## config.mk

```make
export PLATFORM = sky130hd
export DESIGN_NAME = compass_heading_filter
export DESIGN_NICKNAME = d
export VERILOG_FILES = /design/src/rtl/chf_pkg.sv /design/src/rtl/chf_ema.sv /design/src/rtl/chf_cordic.sv /design/src/rtl/compass_heading_filter.sv
export SDC_FILE = /design/constraint.sdc
export NUM_CORES = 2
export LEC_CHECK = 0
export BUFFER_PORTS_ARGS = -buffer_cell sky130_fd_sc_hd__buf_4
export CAP_MARGIN = 20
export CORE_ASPECT_RATIO = 1.25
export CORE_MARGIN = 1
export CORE_UTILIZATION = 60
export CTS_BUF_LIST = sky130_fd_sc_hd__clkbuf_4
export DETAILED_ROUTE_END_ITERATION = 8
export PLACE_DENSITY_LB_ADDON = 0.25
export SETUP_SLACK_MARGIN = 0.05
export SLEW_MARGIN = 20
export SYNTH_ARGS = -nofsm -noshare
export SYNTH_HDL_FRONTEND = slang
export SYNTH_SLANG_ARGS = --single-unit
```

## constraint.sdc

```tcl
create_clock -name clk -period 9.39 [get_ports clk]
set_input_delay 1.878 -clock clk [delete_from_list [all_inputs] [get_ports clk]]
set_output_delay 1.878 -clock clk [all_outputs]
set_load 0.05 [all_outputs]
```

## src/rtl/chf_pkg.sv

```systemverilog
// Shared types, constants and helpers for the compass heading filter.
`default_nettype none

package chf_pkg;

  localparam int SAMPLE_BITS_DEF  = 16;
  localparam int CORDIC_STEPS_DEF = 16;

  localparam int RAW_BITS  = 16;
  localparam int TIME_W    = 32;
  localparam int FRAC_BITS = 8;

  localparam int CFG_W     = 16;
  localparam int REG_IDX_W = 2;
  localparam logic [REG_IDX_W-1:0] REG_ENABLE   = 2'd0;
  localparam logic [REG_IDX_W-1:0] REG_WEIGHT   = 2'd1;
  localparam logic [REG_IDX_W-1:0] REG_INTERVAL = 2'd2;

  localparam int WEIGHT_W = 16;
  localparam logic [WEIGHT_W-1:0] WEIGHT_ONE   = 16'd32768;
  localparam logic [WEIGHT_W-1:0] WEIGHT_RESET = 16'd4915;
  localparam logic [CFG_W-1:0]    INTERVAL_RESET = 16'd100;

  // radix-4 shift-add multiply over the weight
  localparam int DIGIT_W     = 2;
  localparam int MUL_DIGITS  = WEIGHT_W / DIGIT_W;
  localparam int ROUND_SHIFT = 15;
  localparam int ROUND_HALF  = 16384;

  // angles in 1/16384 degree
  localparam int ANGLE_W      = 24;
  localparam int ANGLE_SHIFT  = 8;
  localparam int ANGLE_ROUND  = 128;
  localparam int HALF_TURN_FINE = 2949120;
  localparam int ATAN_ENTRIES = 24;
  localparam int STEP_W       = $clog2(ATAN_ENTRIES);

  localparam logic signed [ANGLE_W-1:0] ATAN_FINE [ATAN_ENTRIES] = '{
    24'sd737280, 24'sd435242, 24'sd229970, 24'sd116736,
    24'sd58595,  24'sd29326,  24'sd14667,  24'sd7334,
    24'sd3667,   24'sd1833,   24'sd917,    24'sd458,
    24'sd229,    24'sd115,    24'sd57,     24'sd29,
    24'sd14,     24'sd7,      24'sd4,      24'sd2,
    24'sd1,      24'sd0,      24'sd0,      24'sd0
  };

  localparam int HEAD_W       = 15;
  localparam int SECTOR_W     = 3;
  localparam int FULL_TURN    = 23040;
  localparam int SECTOR_FIRST = 1440;
  localparam int SECTOR_SPAN  = 2880;
  localparam int SECTOR_WRAP  = 21600;
  localparam int SECTOR_INNER = 6;

  localparam int IN_TDATA_W  = 64;
  localparam int OUT_TDATA_W = 24;

  typedef enum logic [1:0] {
    ST_IDLE,
    ST_EMA,
    ST_CORDIC,
    ST_DONE
  } chf_state_t;

  typedef enum logic [1:0] {
    EMA_IDLE,
    EMA_PREP,
    EMA_MUL,
    EMA_FIN
  } ema_state_t;

  typedef enum logic [1:0] {
    CD_IDLE,
    CD_ROT,
    CD_FIN
  } cordic_state_t;

  function automatic logic [SECTOR_W-1:0] sector_of(input logic [HEAD_W-1:0] h);
    logic [SECTOR_W-1:0] s;
    s = '0;
    if (h >= HEAD_W'(SECTOR_FIRST) && h < HEAD_W'(SECTOR_WRAP)) begin
      s = SECTOR_W'(1);
      for (int k = 1; k <= SECTOR_INNER; k++) begin
        if (h >= HEAD_W'(SECTOR_FIRST + k * SECTOR_SPAN)) begin
          s = s + SECTOR_W'(1);
        end
      end
    end
    return s;
  endfunction

endpackage

`default_nettype wire

```

## src/rtl/chf_ema.sv

```systemverilog
// One smoothing lane: seed or moving-average update by a radix-4 serial multiply.
`default_nettype none

module chf_ema
  import chf_pkg::*;
#(
  parameter int SAMPLE_BITS = SAMPLE_BITS_DEF
) (
  input  logic                                    clk,
  input  logic                                    rst,
  input  logic                                    go,
  input  logic                                    seed,
  input  logic [RAW_BITS-1:0]                     raw,
  input  logic [WEIGHT_W-1:0]                     weight,
  output logic                                    busy,
  output logic signed [SAMPLE_BITS+FRAC_BITS-1:0] value
);

  localparam int MW    = SAMPLE_BITS + FRAC_BITS;
  localparam int RAW_W = (SAMPLE_BITS > RAW_BITS) ? SAMPLE_BITS : RAW_BITS;
  localparam int DW    = MW + 1;
  localparam int D3W   = DW + 2;
  localparam int PW    = DW + WEIGHT_W;
  localparam int RW    = PW - ROUND_SHIFT;
  localparam int CNT_W = $clog2(MUL_DIGITS);

  ema_state_t state, state_next;

  logic [RAW_W-1:0]          raw_ext;
  logic signed [SAMPLE_BITS-1:0] sample;
  logic signed [MW-1:0]      target;
  logic [WEIGHT_W-1:0]       w_clamp;
  logic signed [DW-1:0]      d;
  logic signed [D3W-1:0]     d3;
  logic signed [PW-1:0]      acc;
  logic signed [PW-1:0]      pick;
  logic signed [PW-1:0]      rnd;
  logic signed [RW-1:0]      step_val;
  logic [WEIGHT_W-1:0]       wsh;
  logic [CNT_W-1:0]          cnt;
  logic                      prep_en;
  logic                      mul_en;
  logic                      fin_en;

  assign raw_ext  = RAW_W'(raw);
  assign sample   = signed'(raw_ext[SAMPLE_BITS-1:0]);
  assign target   = MW'(sample) <<< FRAC_BITS;
  assign w_clamp  = (weight > WEIGHT_ONE) ? WEIGHT_ONE : weight;
  assign rnd      = acc + PW'(ROUND_HALF);
  assign step_val = RW'(rnd >>> ROUND_SHIFT);

  always_comb begin
    case (wsh[WEIGHT_W-1 -: DIGIT_W])
      2'd0:    pick = '0;
      2'd1:    pick = PW'(d);
      2'd2:    pick = PW'(d) <<< 1;
      default: pick = PW'(d3);
    endcase
  end

  always_comb begin
    state_next = state;
    case (state)
      EMA_IDLE: if (go && !seed) state_next = EMA_PREP;
      EMA_PREP: state_next = EMA_MUL;
      EMA_MUL:  if (cnt == CNT_W'(MUL_DIGITS - 1)) state_next = EMA_FIN;
      EMA_FIN:  state_next = EMA_IDLE;
      default:  state_next = EMA_IDLE;
    endcase
  end

  always_comb begin
    busy    = 1'b1;
    prep_en = 1'b0;
    mul_en  = 1'b0;
    fin_en  = 1'b0;
    case (state)
      EMA_IDLE: busy    = 1'b0;
      EMA_PREP: prep_en = 1'b1;
      EMA_MUL:  mul_en  = 1'b1;
      EMA_FIN:  fin_en  = 1'b1;
      default:  busy    = 1'b0;
    endcase
  end

  always_ff @(posedge clk) begin
    if (rst) begin
      state <= EMA_IDLE;
      value <= '0;
    end else begin
      state <= state_next;
      if (go && seed) begin
        value <= target;
      end else if (fin_en) begin
        value <= MW'(RW'(value) + step_val);
      end
    end
  end

  always_ff @(posedge clk) begin
    if (go && !seed) begin
      d   <= DW'(target) - DW'(value);
      wsh <= w_clamp;
    end
    if (prep_en) begin
      d3  <= D3W'(d) + (D3W'(d) <<< 1);
      acc <= '0;
      cnt <= '0;
    end
    if (mul_en) begin
      acc <= (acc <<< DIGIT_W) + pick;
      wsh <= wsh << DIGIT_W;
      cnt <= cnt + CNT_W'(1);
    end
  end

endmodule

`default_nettype wire

```

## src/rtl/chf_cordic.sv

```systemverilog
// Iterative vectoring CORDIC: atan2 of the smoothed vector to heading and sector.
`default_nettype none

module chf_cordic
  import chf_pkg::*;
#(
  parameter int SAMPLE_BITS  = SAMPLE_BITS_DEF,
  parameter int CORDIC_STEPS = CORDIC_STEPS_DEF
) (
  input  logic                                    clk,
  input  logic                                    rst,
  input  logic                                    start,
  input  logic signed [SAMPLE_BITS+FRAC_BITS-1:0] x_in,
  input  logic signed [SAMPLE_BITS+FRAC_BITS-1:0] y_in,
  output logic                                    busy,
  output logic [HEAD_W-1:0]                       heading,
  output logic [SECTOR_W-1:0]                     sector
);

  localparam int MW   = SAMPLE_BITS + FRAC_BITS;
  localparam int CW   = MW + 2;
  localparam int HZ_W = ANGLE_W - ANGLE_SHIFT;

  cordic_state_t state, state_next;

  logic signed [CW-1:0]      x;
  logic signed [CW-1:0]      y;
  logic signed [ANGLE_W-1:0] z;
  logic [STEP_W-1:0]         step;
  logic                      zero;
  logic                      neg;
  logic signed [CW-1:0]      dx;
  logic signed [CW-1:0]      dy;
  logic signed [ANGLE_W-1:0] a;
  logic signed [ANGLE_W-1:0] zr;
  logic signed [HZ_W-1:0]    hz;
  logic signed [HZ_W-1:0]    hw;
  logic [HEAD_W-1:0]         hsel;
  logic                      rot_en;
  logic                      fin_en;

  assign neg  = x_in[MW-1];
  assign dx   = y >>> step;
  assign dy   = x >>> step;
  assign a    = ATAN_FINE[step];
  assign zr   = z + ANGLE_W'(ANGLE_ROUND);
  assign hz   = HZ_W'(zr >>> ANGLE_SHIFT);
  assign hw   = hz[HZ_W-1] ? hz + HZ_W'(FULL_TURN) : hz;
  assign hsel = zero ? '0 : HEAD_W'(hw);

  always_comb begin
    state_next = state;
    case (state)
      CD_IDLE: if (start) state_next = CD_ROT;
      CD_ROT:  if (step == STEP_W'(CORDIC_STEPS - 1)) state_next = CD_FIN;
      CD_FIN:  state_next = CD_IDLE;
      default: state_next = CD_IDLE;
    endcase
  end

  always_comb begin
    busy   = 1'b1;
    rot_en = 1'b0;
    fin_en = 1'b0;
    case (state)
      CD_IDLE: busy   = 1'b0;
      CD_ROT:  rot_en = 1'b1;
      CD_FIN:  fin_en = 1'b1;
      default: busy   = 1'b0;
    endcase
  end

  always_ff @(posedge clk) begin
    if (rst) begin
      state <= CD_IDLE;
    end else begin
      state <= state_next;
    end
  end

  always_ff @(posedge clk) begin
    if (start && !busy) begin
      x    <= neg ? -CW'(x_in) : CW'(x_in);
      y    <= neg ? -CW'(y_in) : CW'(y_in);
      z    <= neg ? ANGLE_W'(HALF_TURN_FINE) : '0;
      zero <= (x_in == '0) && (y_in == '0);
      step <= '0;
    end
    if (rot_en) begin
      if (y > 0) begin
        x <= x + dx;
        y <= y - dy;
        z <= z + a;
      end else begin
        x <= x - dx;
        y <= y + dy;
        z <= z - a;
      end
      step <= step + STEP_W'(1);
    end
    if (fin_en) begin
      heading <= hsel;
      sector  <= sector_of(hsel);
    end
  end

endmodule

`default_nettype wire

```

## src/rtl/compass_heading_filter.sv

```systemverilog
// Top level of the compass heading filter: config, rate gate, smoothing lanes, CORDIC.
// An updating transaction passes through the smoothing lanes and then the CORDIC before
// it reaches the output (a seeding one skips the weight multiply); a non-updating one goes straight to output.
// One input at a time: a new input is taken only once the previous result is loaded,
// so the radix-4 weight multiply, the CORDIC iterations and output stalls hold the flow.
// Reset (rst, synchronous) clears smoothed values, seed flag, last time and held heading.
`default_nettype none

module compass_heading_filter
  import chf_pkg::*;
#(
  parameter int SAMPLE_BITS  = SAMPLE_BITS_DEF,
  parameter int CORDIC_STEPS = CORDIC_STEPS_DEF
) (
  input  logic                   clk,
  input  logic                   rst,
  input  logic                   cfg_we,
  input  logic [REG_IDX_W-1:0]   cfg_addr,
  input  logic [CFG_W-1:0]       cfg_wdata,
  input  logic                   s_tvalid,
  output logic                   s_tready,
  input  logic [IN_TDATA_W-1:0]  s_tdata,   // time_ms[31:0], mag_x[47:32], mag_y[63:48]
  input  logic                   s_tuser,   // read_ok
  output logic                   m_tvalid,
  input  logic                   m_tready,
  output logic [OUT_TDATA_W-1:0] m_tdata,   // heading[14:0], sector[17:15], zero pad
  output logic                   m_tuser    // updated
);

  localparam int MW    = SAMPLE_BITS + FRAC_BITS;
  localparam int PAD_W = OUT_TDATA_W - HEAD_W - SECTOR_W;

  chf_state_t state, state_next;

  logic                  enable;
  logic [WEIGHT_W-1:0]   weight;
  logic [CFG_W-1:0]      min_interval;
  logic [TIME_W-1:0]     last_time;
  logic                  seeded;
  logic [HEAD_W-1:0]     held_heading;
  logic [SECTOR_W-1:0]   held_sector;
  logic                  updated;

  logic [TIME_W-1:0]     now;
  logic [TIME_W-1:0]     elapsed;
  logic                  in_xact;
  logic                  time_ok;
  logic                  do_update;
  logic                  ema_go;
  logic                  cordic_go;
  logic                  hold_load;
  logic                  out_load;

  logic                  ema_busy_x;
  logic                  ema_busy_y;
  logic signed [MW-1:0]  smooth_x;
  logic signed [MW-1:0]  smooth_y;
  logic                  cordic_busy;
  logic [HEAD_W-1:0]     cd_heading;
  logic [SECTOR_W-1:0]   cd_sector;

  assign now       = s_tdata[TIME_W-1:0];
  assign elapsed   = now - last_time;
  assign in_xact   = s_tvalid && s_tready;
  assign time_ok   = enable && (elapsed >= TIME_W'(min_interval));
  assign do_update = time_ok && s_tuser;
  assign ema_go    = in_xact && do_update;

  chf_ema #(.SAMPLE_BITS(SAMPLE_BITS)) u_ema_x (
    .clk    (clk),
    .rst    (rst),
    .go     (ema_go),
    .seed   (!seeded),
    .raw    (s_tdata[TIME_W +: RAW_BITS]),
    .weight (weight),
    .busy   (ema_busy_x),
    .value  (smooth_x)
  );

  chf_ema #(.SAMPLE_BITS(SAMPLE_BITS)) u_ema_y (
    .clk    (clk),
    .rst    (rst),
    .go     (ema_go),
    .seed   (!seeded),
    .raw    (s_tdata[TIME_W+RAW_BITS +: RAW_BITS]),
    .weight (weight),
    .busy   (ema_busy_y),
    .value  (smooth_y)
  );

  chf_cordic #(
    .SAMPLE_BITS  (SAMPLE_BITS),
    .CORDIC_STEPS (CORDIC_STEPS)
  ) u_cordic (
    .clk     (clk),
    .rst     (rst),
    .start   (cordic_go),
    .x_in    (smooth_x),
    .y_in    (smooth_y),
    .busy    (cordic_busy),
    .heading (cd_heading),
    .sector  (cd_sector)
  );

  always_comb begin
    state_next = state;
    case (state)
      ST_IDLE:   if (in_xact) state_next = do_update ? ST_EMA : ST_DONE;
      ST_EMA:    if (!ema_busy_x) state_next = ST_CORDIC;
      ST_CORDIC: if (!cordic_busy) state_next = ST_DONE;
      ST_DONE:   if (!m_tvalid || m_tready) state_next = ST_IDLE;
      default:   state_next = ST_IDLE;
    endcase
  end

  always_comb begin
    s_tready  = 1'b0;
    cordic_go = 1'b0;
    hold_load = 1'b0;
    out_load  = 1'b0;
    case (state)
      ST_IDLE:   s_tready  = 1'b1;
      ST_EMA:    cordic_go = !ema_busy_x;
      ST_CORDIC: hold_load = !cordic_busy;
      ST_DONE:   out_load  = !m_tvalid || m_tready;
      default:   s_tready  = 1'b0;
    endcase
  end

  always_ff @(posedge clk) begin
    if (rst) begin
      state        <= ST_IDLE;
      enable       <= 1'b0;
      weight       <= WEIGHT_RESET;
      min_interval <= INTERVAL_RESET;
      last_time    <= '0;
      seeded       <= 1'b0;
      held_heading <= '0;
      held_sector  <= '0;
      updated      <= 1'b0;
      m_tvalid     <= 1'b0;
    end else begin
      state <= state_next;
      if (cfg_we) begin
        case (cfg_addr)
          REG_ENABLE:   enable       <= cfg_wdata[0];
          REG_WEIGHT:   weight       <= cfg_wdata;
          REG_INTERVAL: min_interval <= cfg_wdata;
          default:      ;
        endcase
      end
      if (in_xact) begin
        updated <= do_update;
        if (time_ok) last_time <= now;
        if (do_update) seeded <= 1'b1;
      end
      if (hold_load) begin
        held_heading <= cd_heading;
        held_sector  <= cd_sector;
      end
      if (out_load) begin
        m_tvalid <= 1'b1;
      end else if (m_tready) begin
        m_tvalid <= 1'b0;
      end
    end
  end

  always_ff @(posedge clk) begin
    if (out_load) begin
      m_tdata <= {PAD_W'(0), held_sector, held_heading};
      m_tuser <= updated;
    end
  end

`ifndef SYNTHESIS
  a_busy_stays_out: assert property (@(posedge clk) disable iff (rst)
    in_xact |=> !s_tready)
    else $error("input taken while a transaction is in progress");

  a_lanes_in_step: assert property (@(posedge clk) disable iff (rst)
    ema_busy_x == ema_busy_y)
    else $error("smoothing lanes out of step");

  a_update_needs_seed: assert property (@(posedge clk) disable iff (rst)
    m_tvalid && m_tuser |-> seeded)
    else $error("updated heading without seeded state");

  a_heading_range: assert property (@(posedge clk) disable iff (rst)
    m_tvalid |-> m_tdata[HEAD_W-1:0] < HEAD_W'(FULL_TURN))
    else $error("heading out of range");

  a_sector_match: assert property (@(posedge clk) disable iff (rst)
    m_tvalid |-> m_tdata[HEAD_W +: SECTOR_W] == sector_of(m_tdata[HEAD_W-1:0]))
    else $error("sector does not match heading");
`endif

endmodule

`default_nettype wire

```

Word level (Yosys, flattened, before mapping). Memories as Yosys holds them, arrays and structs flattened. Index checks and enable logic that the tools add are counted. W data, S select, Z words.

Shifts and indexed selects: 2. Bitwise logic cells: 1. Add/subtract/negate cells: 29. Equality and inequality tests: 30. Reductions and logical operators: 41. $lt $le $gt $ge: 12. Multiplexer cells: 82.

Operator list (number): $pmux W39 S3 (2); $mux W24 (9); $mux W26 (8); $mux W39 (4); $mux W16 (5); $add A39 B16 Y39 const B (2); $add A39 B39 Y39 (2); $add A24 B24 Y24 (3); $mux W3 (19); $add A25 B26 Y27 (2); $add A26 B26 Y26 (2); $neg A24 Y26 (2); $sshr A26 B5 Y26 (2); $sub A26 B26 Y26 (2); $sub A24 B24 Y25 (2); $logic_not A24 Y1 (2); $ge A15 B14 Y1 const B (3); $ge A32 B16 Y1 (1); $sub A32 B32 Y32 (1); $ge A15 B13 Y1 const B (2); $mux W15 (2); $gt A26 B1 Y1 const B (1); $add A24 B9 Y24 const B (1); $pmux W2 S4 (3); 29 further kinds (115).

Memory bits (read-only): 768. Bits in registers: 481. Logic and storage cells: 236. Output and inout port bits: 27. Input port bits: 88. Memories kept: 1.

Memory list: (no name shown) (depth 32, bits a word 24, rd ports 1, clocked after Yosys merged registers in 0, write ports 0, RTL line chf_cordic.sv:45) `assign a = ATAN_FINE[step];`.

Longest topological paths before layout.
Word-level depth: 26. Gate-level depth with buffers: 28.

Hierarchy. From an unflattened synthesis, not the netlist that was laid out.

Cell total of the unflattened synthesis: 4907. Area total of the unflattened synthesis: 43351.6 µm².

By module, submodules not included: chf_ema (cells each 1185, area an instance 11129.4 µm², instances 2); chf_cordic (cells each 1724, area an instance 14483.9 µm², instances 1); compass_heading_filter (cells each 813, area an instance 6608.8 µm², instances 1).

Worst setup path after synthesis. Ideal clock, no wire load.

Path kind: register to register. From: reg u_cordic.state[0]. To: reg u_cordic.step[0] (enable). Cell stages (with the launch flop): 4. Library setup time: 0.632 ns. Path slack: 2.324 ns. Data arrival time: 6.434 ns. Buffers on the path: 0. Cells stage by stage: dfxtp_1 -> inv_1 -> ha_1 -> o21ai_0.

Longest elaborated chain between the ends: 6. Elaborated cells between the ends (all ways): 8. Those cells by class: eq/ne: 2; mux: 2; reduce/logical: 4.

Ends and longest elaborated chain: from (decl) (RTL line chf_cordic.sv:24) `cordic_state_t state, state_next;`; from (signal assigned) (RTL line chf_cordic.sv:77) `state <= state_next;`; $eq A2 B1 Y1 / $eq A2 B2 Y1 (equally long branches) (RTL line chf_cordic.sv:65) `case (state)`; $reduce_or A2 Y1 (no source line); $mux W1 (RTL line chf_cordic.sv:65); $logic_not A1 Y1 (RTL line chf_cordic.sv:82) `if (start && !busy) begin`; $logic_and A1 B1 Y1 (RTL line chf_cordic.sv:82); $reduce_bool A2 Y1 (no source line) (*); to (signal assigned) (RTL line chf_cordic.sv:99) `step <= step + STEP_W'(1);`; to (decl) (RTL line chf_cordic.sv:29) `logic [STEP_W-1:0] step;`.

Every way passes the cells marked *; elsewhere a longest branch is shown, timed or not. A chain may end at the register's enable or synchronous reset.

Worst setup path in the final report.
From: in s_tdata[0]. To: reg u_ema_x.state[1].

Longest elaborated chain between the ends: 8.

Ends and longest elaborated chain: from (decl) (RTL line compass_heading_filter.sv:22) `input logic [IN_TDATA_W-1:0] s_tdata,`; $sub A32 B32 Y32 (RTL line compass_heading_filter.sv:63) `assign elapsed = now - last_time;`; $ge A32 B16 Y1 (RTL line compass_heading_filter.sv:65) `assign time_ok = enable && (elapsed >= TIME_W'(min_interval));`; $logic_and A1 B1 Y1 (RTL line compass_heading_filter.sv:65); $logic_and A1 B1 Y1 (RTL line compass_heading_filter.sv:66) `assign do_update = time_ok && s_tuser;`; $logic_and A1 B1 Y1 (RTL line compass_heading_filter.sv:67) `assign ema_go = in_xact && do_update;`; $logic_and A1 B1 Y1 (RTL line chf_ema.sv:64) `EMA_IDLE: if (go && !seed) state_next = EMA_PREP;`; $ne A2 B1 Y1 (no source line); $reduce_and A2 Y1 (no source line); to (signal assigned) (RTL line chf_ema.sv:91) `state <= state_next;`; to (decl) (RTL line chf_ema.sv:27) `ema_state_t state, state_next;`.

Every way passes these cells.

==> results.cfg <==
[power]
clkPwrFrac_pct = 13.9
pwr-share-comb_pct = 64.7
seqPwrFrac_pct = 21.5
p_sw_share_pct = 47.01
p_int_w = 0.008025
switchingPower_w = 0.007119
p_leak_nw = 17.75
peakVddDrop_mv = 0.2777
power.density_nw_per_um2 = 344.2

[hold_path]
hold_path_startpoint = held_heading[5]$_SDFFE_PP0P_
hp-class = reg -> reg

[synthesis]
syn_area_sq_um = 40730
synth.avg_cell_area_sq_um = 9.031
async_reset_ff_share_pct = 0
synth-seq-cells = 481
synth.distinct_cells = 105
synth-edff-count = 335
ys.flop_type = edfxtp_1
synth_most_common_cell = nor2_1
seq_area_frac_synth_pct = 31.87
synthTopCellsByArea = edfxtp_1, ha_1, dfxtp_1, xnor2_1, nor2_1
ys_top_cells_by_count = nor2_1, nand2_1, ha_1
synth_top_area_share_pct = 24.70
syn-instance-count = 4510
yosysWarnings = 0
yosysTopAreaCell = edfxtp_1

[floorplan]
die-area_sq_um = 68940
die_y_microns = 293.3
num_rows = 106
io_pins = 115
coreArea_sq_um = 66980
die_x_microns = 235.0
start_util_pct = 60.81

[clocking]
cts_tree = yes
cts.sinks = 481
post_cts_buffers = 0
ctsResizeCount = 0
clockRootBuffer = clkbuf_4
clk-insertion-delay-late_ns = 1.02
ctsHoldBuffers = 0
htreeDepth = 4
clk_path_buf_depth = 3
clk_pin_slew_ns = 0.07
cts-buffers-inserted = 136

[critical_path]
reg2reg_depth = 25
crit_fanout = 28
startpoint = s_tdata[0]
start_kind = input port
arrival_ns = 7.83
crit_path_frequent_cell = a21oi_1
crit_cells = 29
r2r_slack_ns = 2.46
cp-end-kind = flop
endpoint = u_ema_x.state[1]$_SDFFE_PP0P_
timing.rr.end = u_cordic.y[25]$_DFFE_PP_
cp_slowest_cell = nand2_1
critPathMaxStageDelay_ns = 0.55
cp.required_ns = 10.26
cp.buffers_inverters = 5
path_delay_family = compound AO/OA/AOI/OAI gates
r2r-start = u_cordic.step[1]$_SDFFCE_PN0P_
worstSetupPathType = in -> reg

[timing]
rsz0062_at_grt = false
tns_ns = 0
final_hold_viol_count = 0
period_share_pct = 74.09
min_period_ns = 6.957
drv_slew = 0
skew_ns = 0.06126
setup_violations = 0
max_slew.worst_pin.slew_ns = 1.059
maxSlewHeadroom_pct = 29.40
max_freq_ghz = 0.1437

[cells_and_area]
layout.nets = 5060
areaGrowthSynthToFinish_pct = 8.033
multiInputGateArea_sq_um = 26190
register_area_sq_um = 12980
layout.cells.non_filler = 5583
drive_above_1_share_pct = 11.79
n_fill_cell = 5517

[detailed_routing]
viasPerCell = 6.219
first_pass_iters = 7
drt_iter0_drc = 2487
drcViolationCount = 0
wl_per_cell_microns = 18.62
ant_nets = 0
vias = 34720
wl_mm = 104.0

[placement]
globalplace.congestion = 0.9760
port_buffers = 108
dp_cells = 5329
dp_hpwl_mm = 76.90

[global_routing]
grt_start_max_net_pins = 82
grt_pass1_wl_mm = 168.8
antenna_found_initial = 2
grt_pass1_vias = 33820
overflow = 0
grtUsageTotal_pct = 30.08

[run_status]
status = finished clean

[flow_run]
max_cap_viol_count = 0
-- state kept, by name, indices dropped and copies added (netlist names), 3 cells and up --
register / count
u_ema_x.acc: 39
u_ema_y.acc: 39
last_time: 32
u_ema_x.d3: 27
u_ema_y.d3: 27
u_cordic.x: 26
u_cordic.y: 26
u_ema_x.d: 25
u_ema_y.d: 25
u_cordic.z: 24
u_ema_x.value: 24
u_ema_y.value: 24
m_tdata: 18
min_interval: 16
u_ema_x.wsh: 16
u_ema_y.wsh: 16
weight: 16
held_heading: 15
u_cordic.heading: 15
u_cordic.step: 5
held_sector: 3
u_cordic.sector: 3
u_ema_x.cnt: 3
u_ema_y.cnt: 3
-- cell families after synthesis --
family / Yosys count / synth area share (%)
adders and majority gates: 369 / 11.52
and+or+nand+nor: 1384 / 16.08
AOI/OAI and AO/OA: 1205 / 19.36
buffers and inverters: 407 / 4.086
DFF: 481 / 31.87
xor gates and xnor gates: 422 / 9.145
other: 1 / 0.009207
muxes: 241 / 7.919
-- per-stage QoR --
stage | setup slack (ns) | power [W] | utilization (%) | area [sq um] | hold slack (ns)
after floorplan | 2.324 | 0.01092 | - | 40750 | 0.4081
after global placement | 1.503 | 0.01273 | 62.82 | 42080 | 0.4126
after detailed placement | 1.431 | 0.01290 | 62.87 | 42110 | 0.4146
after CTS | 2.524 | 0.01506 | 65.64 | 43960 | 0.3999
after global routing | 1.928 | 0.01639 | 65.70 | 44000 | 0.4267
final | 2.433 | 0.01514 | 65.70 | 44000 | 0.4026
-- placed cells by master (no fill, tap or decap), types with 58 or more instances in the layout --
cell type	n
xor2_1	136
dfxtp_1	146
a211oi_1	69
buf_4	138
clkbuf_4	210
nor2_1	440
a21oi_1	320
xnor2_1	283
mux2_2	64
and2_1	73
o21ai_0	230
nand2_1	375
inv_1	206
a21o_1	122
mux2i_1	116
nand3_1	103
ha_1	355
edfxtp_1	335
nor3_1	83
nand2b_1	58
o21a_1	58
-- worst min path at each step --
stage	end	slack, ns	depth (start not counted)
final	m_tdata[5]$_DFFE_PP_	0.40	0
after detailed placement	m_tdata[16]$_DFFE_PP_	0.41	0
after CTS	m_tdata[5]$_DFFE_PP_	0.40	0
after floorplan	m_tdata[0]$_DFFE_PP_	0.41	0
after global routing	m_tdata[5]$_DFFE_PP_	0.43	0
after global placement	m_tdata[11]$_DFFE_PP_	0.41	0
-- power by group through the flow --
stage | sequential (W) | combinational [W] | clock, W
global placement | 0.00327 | 0.00946 | 0
detailed placement | 0.00329 | 0.00961 | 0
finish | 0.00325 | 0.00979 | 0.00210
CTS | 0.00324 | 0.00967 | 0.00214
floorplan | 0.00319 | 0.00773 | 0
global route | 0.00329 | 0.0109 | 0.00225
-- area by class of cell --
type,instances,share of cell area [%]
clock inverters,42,0.6341
flip-flops and latches,481,29.50
clock buffers,210,3.583
diodes,2,0.01137
well taps,864,2.457
inverters,217,1.851
multi-input cells,3627,59.52
repair buffers,140,2.443
-- per-layer routing --
| layer | wire length, microns | global-route usage [%] | up-vias | share of wire, % |
|---|---|---|---|---|
| met2 | 52160 | 54.27 | 1115 | 50 |
| met3 | 5723 | 4.547 | 266 | 5.5 |
| met5 | 0 | 0 | - | 0 |
| met4 | 3990 | 13.54 | 0 | 3.8 |
| li1 | - | - | 16870 | - |
| met1 | 42090 | 35.15 | 16470 | 40 |
-- worst reg2reg max path, delay by kind of cell, from the launching register on --
family	cells	cell delay (ns)
xor+xnor	2	0.32
buf+inv	2	0.89
mux	2	0.90
simple gates	7	1.39
fa+ha+maj	2	0.51
flops	1	0.32
compound gates	10	2.32
Note: power is estimated with default switching activity, not from simulation.
